--- config.mk ---
export PLATFORM = sky130hd
export DESIGN_NAME = extended_tofts_tissue_conc
export DESIGN_NICKNAME = d
export VERILOG_FILES = /design/src/ets_pkg.sv /design/src/extended_tofts_tissue_conc.sv
export VERILOG_INCLUDE_DIRS = /design/src /design/src/src
export SDC_FILE = /design/constraint.sdc
export NUM_CORES = 2
export LEC_CHECK = 0
export BUFFER_PORTS_ARGS = -buffer_cell sky130_fd_sc_hd__buf_2
export CORE_ASPECT_RATIO = 0.75
export CORE_MARGIN = 3
export CORE_UTILIZATION = 39
export DETAILED_ROUTE_END_ITERATION = 10
export PLACE_DENSITY = 0.55
export SLEW_MARGIN = 20
export SYNTH_ARGS = -nofsm -noshare
export SYNTH_HDL_FRONTEND = slang
export SYNTH_SLANG_ARGS = --single-unit
--- constraint.sdc ---
create_clock -name aclk -period 19.9 [get_ports aclk]
set_input_delay 1.99 -clock aclk [delete_from_list [all_inputs] [get_ports aclk]]
set_output_delay 1.99 -clock aclk [all_outputs]
set_load 0.02 [all_outputs]
--- src/extended_tofts_tissue_conc_defines.svh ---
// Assertion macros for the extended Tofts tissue concentration block.
`ifndef EXTENDED_TOFTS_TISSUE_CONC_DEFINES_SVH
`define EXTENDED_TOFTS_TISSUE_CONC_DEFINES_SVH

// Antecedent in this cycle implies consequent in the next cycle.
`define ETS_ASSERT_NEXT(label, ante, cons) \
    label: assert property (@(posedge aclk) disable iff (!aresetn) (ante) |=> (cons)) \
        else $error("assertion failed: next-cycle property");

// Antecedent implies consequent in the same cycle.
`define ETS_ASSERT_SAME(label, ante, cons) \
    label: assert property (@(posedge aclk) disable iff (!aresetn) (ante) |-> (cons)) \
        else $error("assertion failed: same-cycle property");

`endif

--- src/ets_pkg.sv ---
// Shared constants and tables for the extended Tofts tissue concentration block.
package ets_pkg;

    localparam int AIF_W   = 24;
    localparam int TIME_W  = 24;
    localparam int KTR_W   = 20;
    localparam int FRAC_W  = 17;
    localparam int OPA_W   = 40;
    localparam int OPB_W   = 24;
    localparam int PROD_W  = 64;
    localparam int CFG_IDX_W = 2;

    // Register indexes on the configuration port
    localparam logic [CFG_IDX_W-1:0] REG_KTRANS = 2'd0;
    localparam logic [CFG_IDX_W-1:0] REG_VE     = 2'd1;
    localparam logic [CFG_IDX_W-1:0] REG_VP     = 2'd2;

    localparam logic [KTR_W-1:0]  KTRANS_RST = 20'd13107;
    localparam logic [FRAC_W-1:0] VE_RST     = 17'd13107;
    localparam logic [FRAC_W-1:0] VP_RST     = 17'd13107;

    // log2(e) in Q.16
    localparam logic [OPB_W-1:0] LOG2E_Q16 = 24'd94548;

    // round(65536 * 2^(-k/16)), k = 0..16
    function automatic logic [16:0] pow2_neg(input logic [4:0] k);
        logic [16:0] v;
        unique case (k)
            5'd0:    v = 17'd65536;
            5'd1:    v = 17'd62757;
            5'd2:    v = 17'd60097;
            5'd3:    v = 17'd57549;
            5'd4:    v = 17'd55109;
            5'd5:    v = 17'd52773;
            5'd6:    v = 17'd50535;
            5'd7:    v = 17'd48393;
            5'd8:    v = 17'd46341;
            5'd9:    v = 17'd44376;
            5'd10:   v = 17'd42495;
            5'd11:   v = 17'd40693;
            5'd12:   v = 17'd38968;
            5'd13:   v = 17'd37316;
            5'd14:   v = 17'd35734;
            5'd15:   v = 17'd34219;
            default: v = 17'd32768;
        endcase
        return v;
    endfunction

endpackage

--- src/extended_tofts_tissue_conc.sv ---
// Extended Tofts tissue concentration with a recursive trapezoid integral.
// A series start with nonzero ve and ktrans first runs the restoring divider for kep.
// All products share one shift-add multiplier: 8 products per series sample with nonzero
// ve and ktrans, one product (vp * Ca) at a series start or when ve or ktrans is zero.
// A new item is taken only once the last one is through; s_tready is high only while the sequencer idles.
// Reset (aresetn low, synchronous): registers to 13107, series state to zero.
module extended_tofts_tissue_conc (
    input  logic        aclk,
    input  logic        aresetn,
    // config write channel
    input  logic        cfg_valid,
    output logic        cfg_ready,
    input  logic [1:0]  cfg_index,
    input  logic [19:0] cfg_data,
    // input items
    input  logic        s_tvalid,
    output logic        s_tready,
    input  logic [47:0] s_tdata,   // [23:0] aif_conc, [47:24] sample_time
    input  logic        s_tuser,   // [0] first_sample
    // result items
    output logic        m_tvalid,
    input  logic        m_tready,
    output logic [23:0] m_tdata,   // [23:0] tissue_conc
    output logic        m_tuser    // [0] saturated
);
    import ets_pkg::*;

    typedef enum logic [2:0] {S_IDLE, S_DIV, S_MUL, S_STEP, S_OUT} state_t;
    typedef enum logic [2:0] {
        PH_VPCA, PH_X, PH_Y, PH_INTERP, PH_PE, PH_A, PH_IE, PH_KI
    } phase_t;

    state_t state_reg;
    phase_t phase_reg;

    logic [KTR_W-1:0]  ktrans_reg;
    logic [FRAC_W-1:0] ve_reg;
    logic [FRAC_W-1:0] vp_reg;

    logic [AIF_W-1:0]  prev_aif_reg;
    logic [TIME_W-1:0] prev_time_reg;
    logic [39:0]       integ_reg;
    logic [31:0]       kep_reg;

    logic [AIF_W-1:0]  ca_reg;
    logic [TIME_W-1:0] t_reg;
    logic              first_reg;
    logic [TIME_W-1:0] dt_reg;
    logic [40:0]       vpca_reg;
    logic [4:0]        n_reg;
    logic [3:0]        idx_reg;
    logic              ezero_reg;
    logic [16:0]       e_reg;
    logic [33:0]       a_reg;
    logic [PROD_W-1:0] acc_reg;
    logic              sat_reg;

    // shared multiplier
    logic [PROD_W-1:0] ma_reg;
    logic [OPB_W-1:0]  mb_reg;
    logic [PROD_W-1:0] mp_reg;
    logic [4:0]        mcnt_reg;

    // restoring divider
    logic [16:0]       drem_reg;
    logic [35:0]       dq_reg;
    logic [5:0]        dcnt_reg;

    logic              out_valid_reg;
    logic [23:0]       out_data_reg;
    logic              out_sat_reg;
    logic              out_wait;

    assign cfg_ready = 1'b1;
    assign s_tready  = (state_reg == S_IDLE);
    assign m_tvalid  = out_valid_reg;
    assign m_tdata   = out_data_reg;
    assign m_tuser   = out_sat_reg;
    assign out_wait  = (state_reg == S_OUT) && out_valid_reg && !m_tready;

    // input decode
    logic [AIF_W-1:0]  in_ca;
    logic [TIME_W-1:0] in_t;
    logic [TIME_W-1:0] in_dt;
    logic              params_zero;
    assign in_ca = s_tdata[23:0];
    assign in_t  = s_tdata[47:24];
    assign in_dt = (in_t > prev_time_reg) ? (in_t - prev_time_reg) : '0;
    assign params_zero = (ve_reg == '0) || (ktrans_reg == '0);

    // divider step
    logic [17:0] d_trial;
    logic        d_ge;
    logic [17:0] d_sub;
    logic [35:0] d_quot;
    logic [31:0] kep_sat;
    assign d_trial = {1'b0, drem_reg} << 1 | {17'b0, dq_reg[35]};
    assign d_ge    = d_trial >= {1'b0, ve_reg};
    assign d_sub   = d_ge ? (d_trial - {1'b0, ve_reg}) : d_trial;
    assign d_quot  = {dq_reg[34:0], d_ge};
    assign kep_sat = (d_quot[35:32] != '0) ? 32'hFFFF_FFFF : d_quot[31:0];

    // decay factor from the interpolation product
    logic [16:0] tab_hi;
    logic [16:0] tab_lo;
    logic [24:0] interp_sum;
    logic [16:0] v_val;
    logic [17:0] v_rnd;
    logic [16:0] e_calc;
    assign tab_hi     = pow2_neg({1'b0, idx_reg});
    assign interp_sum = {1'b0, mp_reg[23:0]} + 25'd2048;
    assign v_val      = tab_hi - {4'b0, interp_sum[24:12]};
    assign v_rnd      = ({1'b0, v_val} + (18'd1 << (n_reg - 5'd1))) >> n_reg;

    always_comb begin
        priority if (ezero_reg) begin
            e_calc = '0;
        end else if (n_reg == '0) begin
            e_calc = v_val;
        end else begin
            e_calc = v_rnd[16:0];
        end
    end

    // products brought back to Q.16
    logic [PROD_W:0] rnd16;
    logic [25:0]     sum_calc;
    logic [41:0]     integ_calc;
    logic            integ_ovf;
    logic [39:0]     integ_clip;
    logic [PROD_W:0] res_sum;
    logic            res_ovf;
    assign rnd16      = {1'b0, mp_reg} + 65'd32768;
    assign sum_calc   = {2'b0, ca_reg} + rnd16[41:16];
    assign integ_calc = rnd16[57:16] + {8'b0, a_reg};
    assign integ_ovf  = integ_calc[41:40] != '0;
    assign integ_clip = integ_ovf ? {40{1'b1}} : integ_calc[39:0];
    assign res_sum    = {1'b0, acc_reg} + 65'd32768;
    assign res_ovf    = res_sum[64:40] != '0;

    // operands of the product that follows each phase
    logic [OPA_W-1:0] step_a;
    logic [OPB_W-1:0] step_b;
    phase_t           step_phase;
    logic [3:0]       y_idx;
    assign y_idx  = mp_reg[31:28];
    assign tab_lo = pow2_neg({1'b0, y_idx} + 5'd1);

    always_comb begin
        unique case (phase_reg)
            PH_VPCA: begin
                step_a = {8'b0, kep_reg};
                step_b = dt_reg;
                step_phase = PH_X;
            end
            PH_X: begin
                step_a = mp_reg[55:16];
                step_b = LOG2E_Q16;
                step_phase = PH_Y;
            end
            PH_Y: begin
                step_a = {23'b0, pow2_neg({1'b0, y_idx}) - tab_lo};
                step_b = {12'b0, mp_reg[27:16]};
                step_phase = PH_INTERP;
            end
            PH_INTERP: begin
                step_a = {16'b0, prev_aif_reg};
                step_b = {7'b0, e_calc};
                step_phase = PH_PE;
            end
            PH_PE: begin
                step_a = {14'b0, sum_calc};
                step_b = dt_reg;
                step_phase = PH_A;
            end
            PH_A: begin
                step_a = integ_reg;
                step_b = {7'b0, e_reg};
                step_phase = PH_IE;
            end
            PH_IE: begin
                step_a = integ_clip;
                step_b = {4'b0, ktrans_reg};
                step_phase = PH_KI;
            end
            default: begin
                step_a = '0;
                step_b = '0;
                step_phase = PH_KI;
            end
        endcase
    end

    // configuration registers
    always_ff @(posedge aclk) begin
        if (!aresetn) begin
            ktrans_reg <= KTRANS_RST;
            ve_reg     <= VE_RST;
            vp_reg     <= VP_RST;
        end else if (cfg_valid) begin
            unique case (cfg_index)
                REG_KTRANS: ktrans_reg <= cfg_data;
                REG_VE:     ve_reg     <= cfg_data[16:0];
                REG_VP:     vp_reg     <= cfg_data[16:0];
                default: ;
            endcase
        end
    end

    // sequencer, shared multiplier, divider and output register
    always_ff @(posedge aclk) begin
        if (!aresetn) begin
            state_reg     <= S_IDLE;
            phase_reg     <= PH_VPCA;
            prev_aif_reg  <= '0;
            prev_time_reg <= '0;
            integ_reg     <= '0;
            kep_reg       <= '0;
            out_valid_reg <= 1'b0;
            mcnt_reg      <= '0;
            dcnt_reg      <= '0;
        end else begin
            // result taken while no new one is loaded
            if (out_valid_reg && m_tready && (state_reg != S_OUT)) begin
                out_valid_reg <= 1'b0;
            end
            unique case (state_reg)
                S_IDLE: begin
                    if (s_tvalid) begin
                        ca_reg    <= in_ca;
                        t_reg     <= in_t;
                        first_reg <= s_tuser;
                        dt_reg    <= in_dt;
                        sat_reg   <= 1'b0;
                        phase_reg <= PH_VPCA;
                        ma_reg    <= {40'b0, in_ca};
                        mb_reg    <= {7'b0, vp_reg};
                        mp_reg    <= '0;
                        mcnt_reg  <= '0;
                        drem_reg  <= '0;
                        dq_reg    <= {ktrans_reg, 16'b0};
                        dcnt_reg  <= '0;
                        if (s_tuser && !params_zero) begin
                            state_reg <= S_DIV;
                        end else begin
                            if (s_tuser) begin
                                kep_reg <= '0;
                            end
                            state_reg <= S_MUL;
                        end
                    end
                end
                S_DIV: begin
                    drem_reg <= d_sub[16:0];
                    dq_reg   <= d_quot;
                    dcnt_reg <= dcnt_reg + 6'd1;
                    if (dcnt_reg == 6'd35) begin
                        kep_reg   <= kep_sat;
                        state_reg <= S_MUL;
                    end
                end
                S_MUL: begin
                    if (mb_reg[0]) begin
                        mp_reg <= mp_reg + ma_reg;
                    end
                    ma_reg   <= ma_reg << 1;
                    mb_reg   <= mb_reg >> 1;
                    mcnt_reg <= mcnt_reg + 5'd1;
                    if (mcnt_reg == 5'd23) begin
                        state_reg <= S_STEP;
                    end
                end
                S_STEP: begin
                    // consume the finished product, launch the next one
                    ma_reg    <= {24'b0, step_a};
                    mb_reg    <= step_b;
                    mp_reg    <= '0;
                    mcnt_reg  <= '0;
                    phase_reg <= step_phase;
                    state_reg <= S_MUL;
                    unique case (phase_reg)
                        PH_VPCA: begin
                            vpca_reg <= mp_reg[40:0];
                            if (first_reg || params_zero) begin
                                integ_reg <= '0;
                                acc_reg   <= mp_reg;
                                state_reg <= S_OUT;
                            end
                        end
                        PH_Y: begin
                            idx_reg   <= y_idx;
                            n_reg     <= mp_reg[36:32];
                            ezero_reg <= mp_reg[56:32] >= 25'd17;
                        end
                        PH_INTERP: e_reg <= e_calc;
                        PH_A:      a_reg <= mp_reg[50:17];
                        PH_IE: begin
                            integ_reg <= integ_clip;
                            sat_reg   <= integ_ovf;
                        end
                        PH_KI: begin
                            acc_reg   <= mp_reg + {23'b0, vpca_reg};
                            state_reg <= S_OUT;
                        end
                        default: ;
                    endcase
                end
                S_OUT: begin
                    if (!out_valid_reg || m_tready) begin
                        out_valid_reg <= 1'b1;
                        out_data_reg  <= res_ovf ? 24'hFF_FFFF : res_sum[39:16];
                        out_sat_reg   <= sat_reg || res_ovf;
                        prev_aif_reg  <= ca_reg;
                        prev_time_reg <= t_reg;
                        state_reg     <= S_IDLE;
                    end
                end
                default: state_reg <= S_IDLE;
            endcase
        end
    end

`include "extended_tofts_tissue_conc_defines.svh"

    // the sequencer leaves idle as soon as an item is taken
    `ETS_ASSERT_NEXT(a_busy_after_accept, s_tvalid && s_tready, !s_tready)
    // a finished result waits while the output register is still held
    `ETS_ASSERT_NEXT(a_out_holds, out_wait, (state_reg == S_OUT) && m_tvalid)
    // the divider starts only with a nonzero divisor; ve_reg stays nonzero there unless a config write clears it
    `ETS_ASSERT_SAME(a_div_nonzero, (state_reg == S_DIV) && !cfg_valid, ve_reg != '0)

endmodule
* After elaboration in Yosys (flattened, before gate mapping) *
Memory sizes are Yosys's and may differ from the RTL's. A register that Yosys moved wholly into a read port is not among the register bits.
Index checks and enable logic that the tools add are counted.

word-level totals
  register bits = 662
  ROM bits = 816
  logic and storage cells = 178
  memories kept = 3

cells by class
  add/sub/neg operators = 16
  order comparisons = 3
  equal/unequal tests = 25
  shifts and indexed selects = 2
  multiplexer cells = 52
  bitwise gates (word level) = 1
  reductions and logical operators = 45

memory list
  name              words  bits a word  rd ports  clocked after Yosys merged registers in  wr ports  line           source
  (name not given)  16     17           1         1                                        0         ets_pkg.sv:28  unique case (k)
  (name not given)  16     17           1         0                                        0         ets_pkg.sv:28
  (name not given)  16     17           1         1                                        0         ets_pkg.sv:28

operator list
  operator                count
  $pmux 64 s3             2
  $pmux 40 s7             1
  $mux 64                 4
  $mux 32                 5
  $pmux 24 s6             1
  $pmux 64 s2             1
  $mux 17                 6
  $mux 40                 2
  $pmux 40 s2             1
  $pmux 24 s3             1
  $pmux 36 s2             1
  $add 64x16->65 const B  1
  $add 64x41->64          1
  $add 64x64->64          1
  $pmux 32 s2             1
  $add 58x16->58 const B  1
  $add 42x34->42          1
  $mux 36                 1
  $pmux 17 s2             1
  $sub 17x17->17          2
  $reduce_and 3->1        9
  $add 24x26->26          1
  $add 24x12->25 const B  1
  $ge 25x5->1 const B     1
  51 further kinds        97

* Depth between registers and ports, before layout *
  depth after elaboration = 8
  depth in mapped cells = 24

* Worst setup path after synthesis *
OpenSTA, ideal clock, no wires.

  path kind = input-to-reg
  start point = input s_tvalid
  end point = register with a tool-made name
  arrival = 9.710 ns
  data required time = 19.842 ns
  slack = 10.133 ns
  cell stages on the path = 10
  path buffers = 0
  cells stage by stage = and2_1 > nor2_1 > nor2_1 > o21ai_1 > inv_1 > mux2i_1 > ha_1 > inv_1 > mux4_2 > inv_1

RTL lines
  item         line                              source
  from (decl)  extended_tofts_tissue_conc.sv:16  input logic s_tvalid,

* Worst setup path in the final report *
  start point = register mp_reg[16]
  end point = register ma_reg[24] (data pin)

between the ends
  word-level cells in the longest chain between the ends = 6
  elaborated cells on any way between the ends = 7
  classes of those cells = add/sub (3); mux (3); reduce/logical (1)

RTL lines
  item                    line                               source
  from (decl)             extended_tofts_tissue_conc.sv:61   logic [PROD_W-1:0] mp_reg;
  from (signal assigned)  extended_tofts_tissue_conc.sv:264  mp_reg <= mp_reg + ma_reg;
  $add 58x16->58 (*)      extended_tofts_tissue_conc.sv:133  assign rnd16 = {1'b0, mp_reg} + 65'd32768;
  $add 42x34->42          extended_tofts_tissue_conc.sv:135  assign integ_calc = rnd16[57:16] + {8'b0, a_reg};
  $reduce_bool 2->1       extended_tofts_tissue_conc.sv:136  assign integ_ovf = integ_calc[41:40] != '0;
  $mux 40                 extended_tofts_tissue_conc.sv:137  assign integ_clip = integ_ovf ? {40{1'b1}} : integ_calc[39:0];
  $pmux 40 s7 (*)         extended_tofts_tissue_conc.sv:150  unique case (phase_reg)
  $pmux 64 s3 (*)         extended_tofts_tissue_conc.sv:227  unique case (state_reg)
  to (signal assigned)    extended_tofts_tissue_conc.sv:236  ma_reg <= {40'b0, in_ca};
  to (signal assigned)    extended_tofts_tissue_conc.sv:266  ma_reg <= ma_reg << 1;
  to (signal assigned)    extended_tofts_tissue_conc.sv:275  ma_reg <= {24'b0, step_a};
  to (decl)               extended_tofts_tissue_conc.sv:59   logic [PROD_W-1:0] ma_reg;

Every way passes the cells marked *; elsewhere a longest branch is shown, timed or not.
A chain may end at the register's enable or synchronous reset.

==> metrics.csv <==
metric,value,unit
Final TNS setup,0,ns
CTS tree,yes,
Core Region,0.110,mm^2
Ys Warns,0,
Hold Fails Final Rpt,0,
Worst Hold Class,reg2reg,
GP Congestion,0.946,
fillers,10719,
CTS Root Cell,clkbuf_16,
"Max FO, Critical Path",46,
H-tree level count,3,
Post-synth EDFFs,455,
Final Cycle Share,34.5,%
final-stage net count,5158,
"Seq/Total Area, Yosys",42.0,%
clk_skew,0.0315,ns
power density over the cells,104,mW/mm^2
max-cap viol count,0,
CP Launch Type,flop,
asr flop ratio synth,0,%
area growth from synthesis to layout,10.7,%
Die Y,295,um
crit path kind,reg2reg,
DP Wirelength,115000,um
number of global-route vias before repair,34562,
Clock Latency Late Sink,0.68,ns
synthesized area per cell,9.04,um^2
status,"finished, final reports clean",
prevailing post-synth register cell,edfxtp_1,
initial antenna violation count,12,
largest cells by area after synthesis,"edfxtp_1 32%, dfxtp_1 10%, ha_1 7.8%",
Peak Freq,146,MHz
setup violators final,0,
# rows,105,
nature of the critical path endpoint,flop,
Max Root-Sink Buffers,3,
GRT Total Usage,26.6,%
DRC Markers,0,
total gr overflow,0,
Horiz. Die Dim,391,um
most frequent cells in the layout,"673 x nand2_1, 455 x edfxtp_1, 406 x a21oi_1",
Critical Path RT,20.43,ns
die area,0.115,mm^2
Leak,18.1,nW
worst-case reg-to-reg path depth,22,
minimum clock period after layout,6.86,ns
CTS Sinks,681,
reg2reg end,ma_reg[24],
total length of routed wires,157000,um
per-cell routed wire length,24.8,um
post_cts resized,0,
hold path depth,2,
Mapped Cells,4789,
setup bufs post-CTS,0,
Via Count,37469,
Detailed Routing Iterations Pass 1,6,
overall power,4.98,mW
max-slew violation count,0,
Routed Antenna Nets,0,
Mapped Area,0.0433,mm^2
Hold Path End,integ_reg[33],
Hold Startpoint,integ_reg[33],
worst slew pin tran,1.19,ns
first-pass GRT wire length,231000,um
buffers added on ports,102,
leading area contributor after synthesis,edfxtp_1,
Vias per Instance,5.93,
hold-fix buffers at CTS,0,
Iter 0 DRT Violations,4385,
RSZ-0062 raised after global routing,no,
"CTS clk-pin slew, worst paths",0.06,ns
layout cell share with drive strength beyond 1,8.11,%
Inserted Clock Buffers,78,
pin count of the biggest net entering global routing,72,
most used cell along the critical path,nor2_1,
Crit path arrival time,7.39,ns
VDD IR max,68.4,uV
crit-path cells,ha_1 > nand3_2 > nor2_1 > nand3_1 > nor3_1 > nand2_1 > or2_2 > nor2_1 > xor2_1 > ha_1 > o21ai_0 > nand2b_1 > a41oi_1 > inv_1 > a221oi_1 > a21oi_1 > and4b_1 > nor3_4 > buf_4 > nor2_1 > o221a_2 > nand3_1,
# IOs,104,
Reg-to-Reg Start,mp_reg[16],
Post-Syn Nets,5144,
share of the synthesized area in the top cell type,31.6,%
Initial Util,39.5,%
"commonest non-fill, non-tap cell in the layout",nand2_1,
r2r setup slk,13.04,ns
synth unique cells,101,
"FF+latch count, synth",681,
Worst path slowest cell,nor3_1,
worst stage delay on the critical path,0.71,ns
relative slew slack,19.8,%
-- metrics by stage --
| stage | util (%) | cells | setup WS, ns | cell area, um^2 | hold WS (ns) |
|---|---|---|---|---|---|
| after floorplan | - | 4789 | 10.13 | 43300 | 0.424 |
| after global placement | 41.3 | 6167 | 13.42 | 45300 | 0.432 |
| after detailed placement | 41.3 | 6167 | 13.26 | 45300 | 0.441 |
| after CTS | 43.7 | 6313 | 13.22 | 47900 | 0.449 |
| after global routing | 43.7 | 6315 | 12.57 | 47900 | 0.459 |
| final | 43.7 | 6318 | 13.04 | 47900 | 0.445 |
-- worst max-delay path by stage --
| stage | from | end | slack, ns | cells after the start |
|---|---|---|---|---|
| after floorplan | s_tvalid | flop | 10.13 | 10 |
| after global placement | mp_reg[16] | ma_reg[15] | 13.42 | 22 |
| after detailed placement | mp_reg[16] | ma_reg[15] | 13.26 | 22 |
| after CTS | mp_reg[16] | ma_reg[15] | 13.22 | 22 |
| after global routing | mp_reg[16] | ma_reg[24] | 12.57 | 22 |
| final | mp_reg[16] | ma_reg[24] | 13.04 | 22 |
-- kinds of logic after synthesis --
kind of cell | share of synthesized area (%)
flip-flops | 42.0
AND/OR/NAND/NOR | 18.5
multiplexers | 2.47
other | 0.00866
buffers and inverters | 3.60
XOR/XNOR | 6.23
AO/OA/AOI/OAI | 19.0
adder cells (fa/ha/maj) | 8.20
-- final cells by class --
cell class,count,area (um^2),share of cell area [%]
multi-input combinational,3708,23700,49.4
clock buffer,106,2170,4.52
inverter,159,599,1.25
clock inverter,40,394,0.822
tap,1444,1810,3.77
timing repair buffer,175,1060,2.21
antenna,5,12.5,0.0261
sequential,681,18200,38.0
-- where the power goes --
part	switching [mW]	internal (mW)
sequential	0.145	1.68
clock	0.644	0.837
combinational	1.08	0.590
-- metal layers --
| layer | global-route usage [%] | vias up | part of all wire [%] |
|---|---|---|---|
| met2 | 35.5 | 1672 | 39 |
| met5 | 0 | - | 0.027 |
| met4 | 6.84 | 8 | 2.4 |
| met1 | 40.5 | 18037 | 47 |
| li1 | - | 17531 | - |
| met3 | 8.86 | 221 | 12 |
-- cell usage after synthesis, drive strengths merged, types with 54 or more instances --
cell and number:
nand2b 54, ha 271, nor3 83, clkbuf 188, a21oi 409, xnor2 167, o21ai 330, nor2 408
a21o 96, nand2 676, nand4 57, xor2 141, inv 158, edfxtp 455, and2 65, dfxtp 226
mux2i 85, nand3 124
-- critical path: cells and delay by family, from the launching register on --
kind | cells | cell delay [ns]
and+or+nand+nor | 12 | 3.01
AOI/OAI and AO/OA | 5 | 1.47
buffers and inverters | 2 | 0.69
adders and majority gates | 2 | 0.67
DFF | 1 | 0.62
xor gates and xnor gates | 1 | 0.27
No activity file was read; power rests on OpenSTA's default activity.
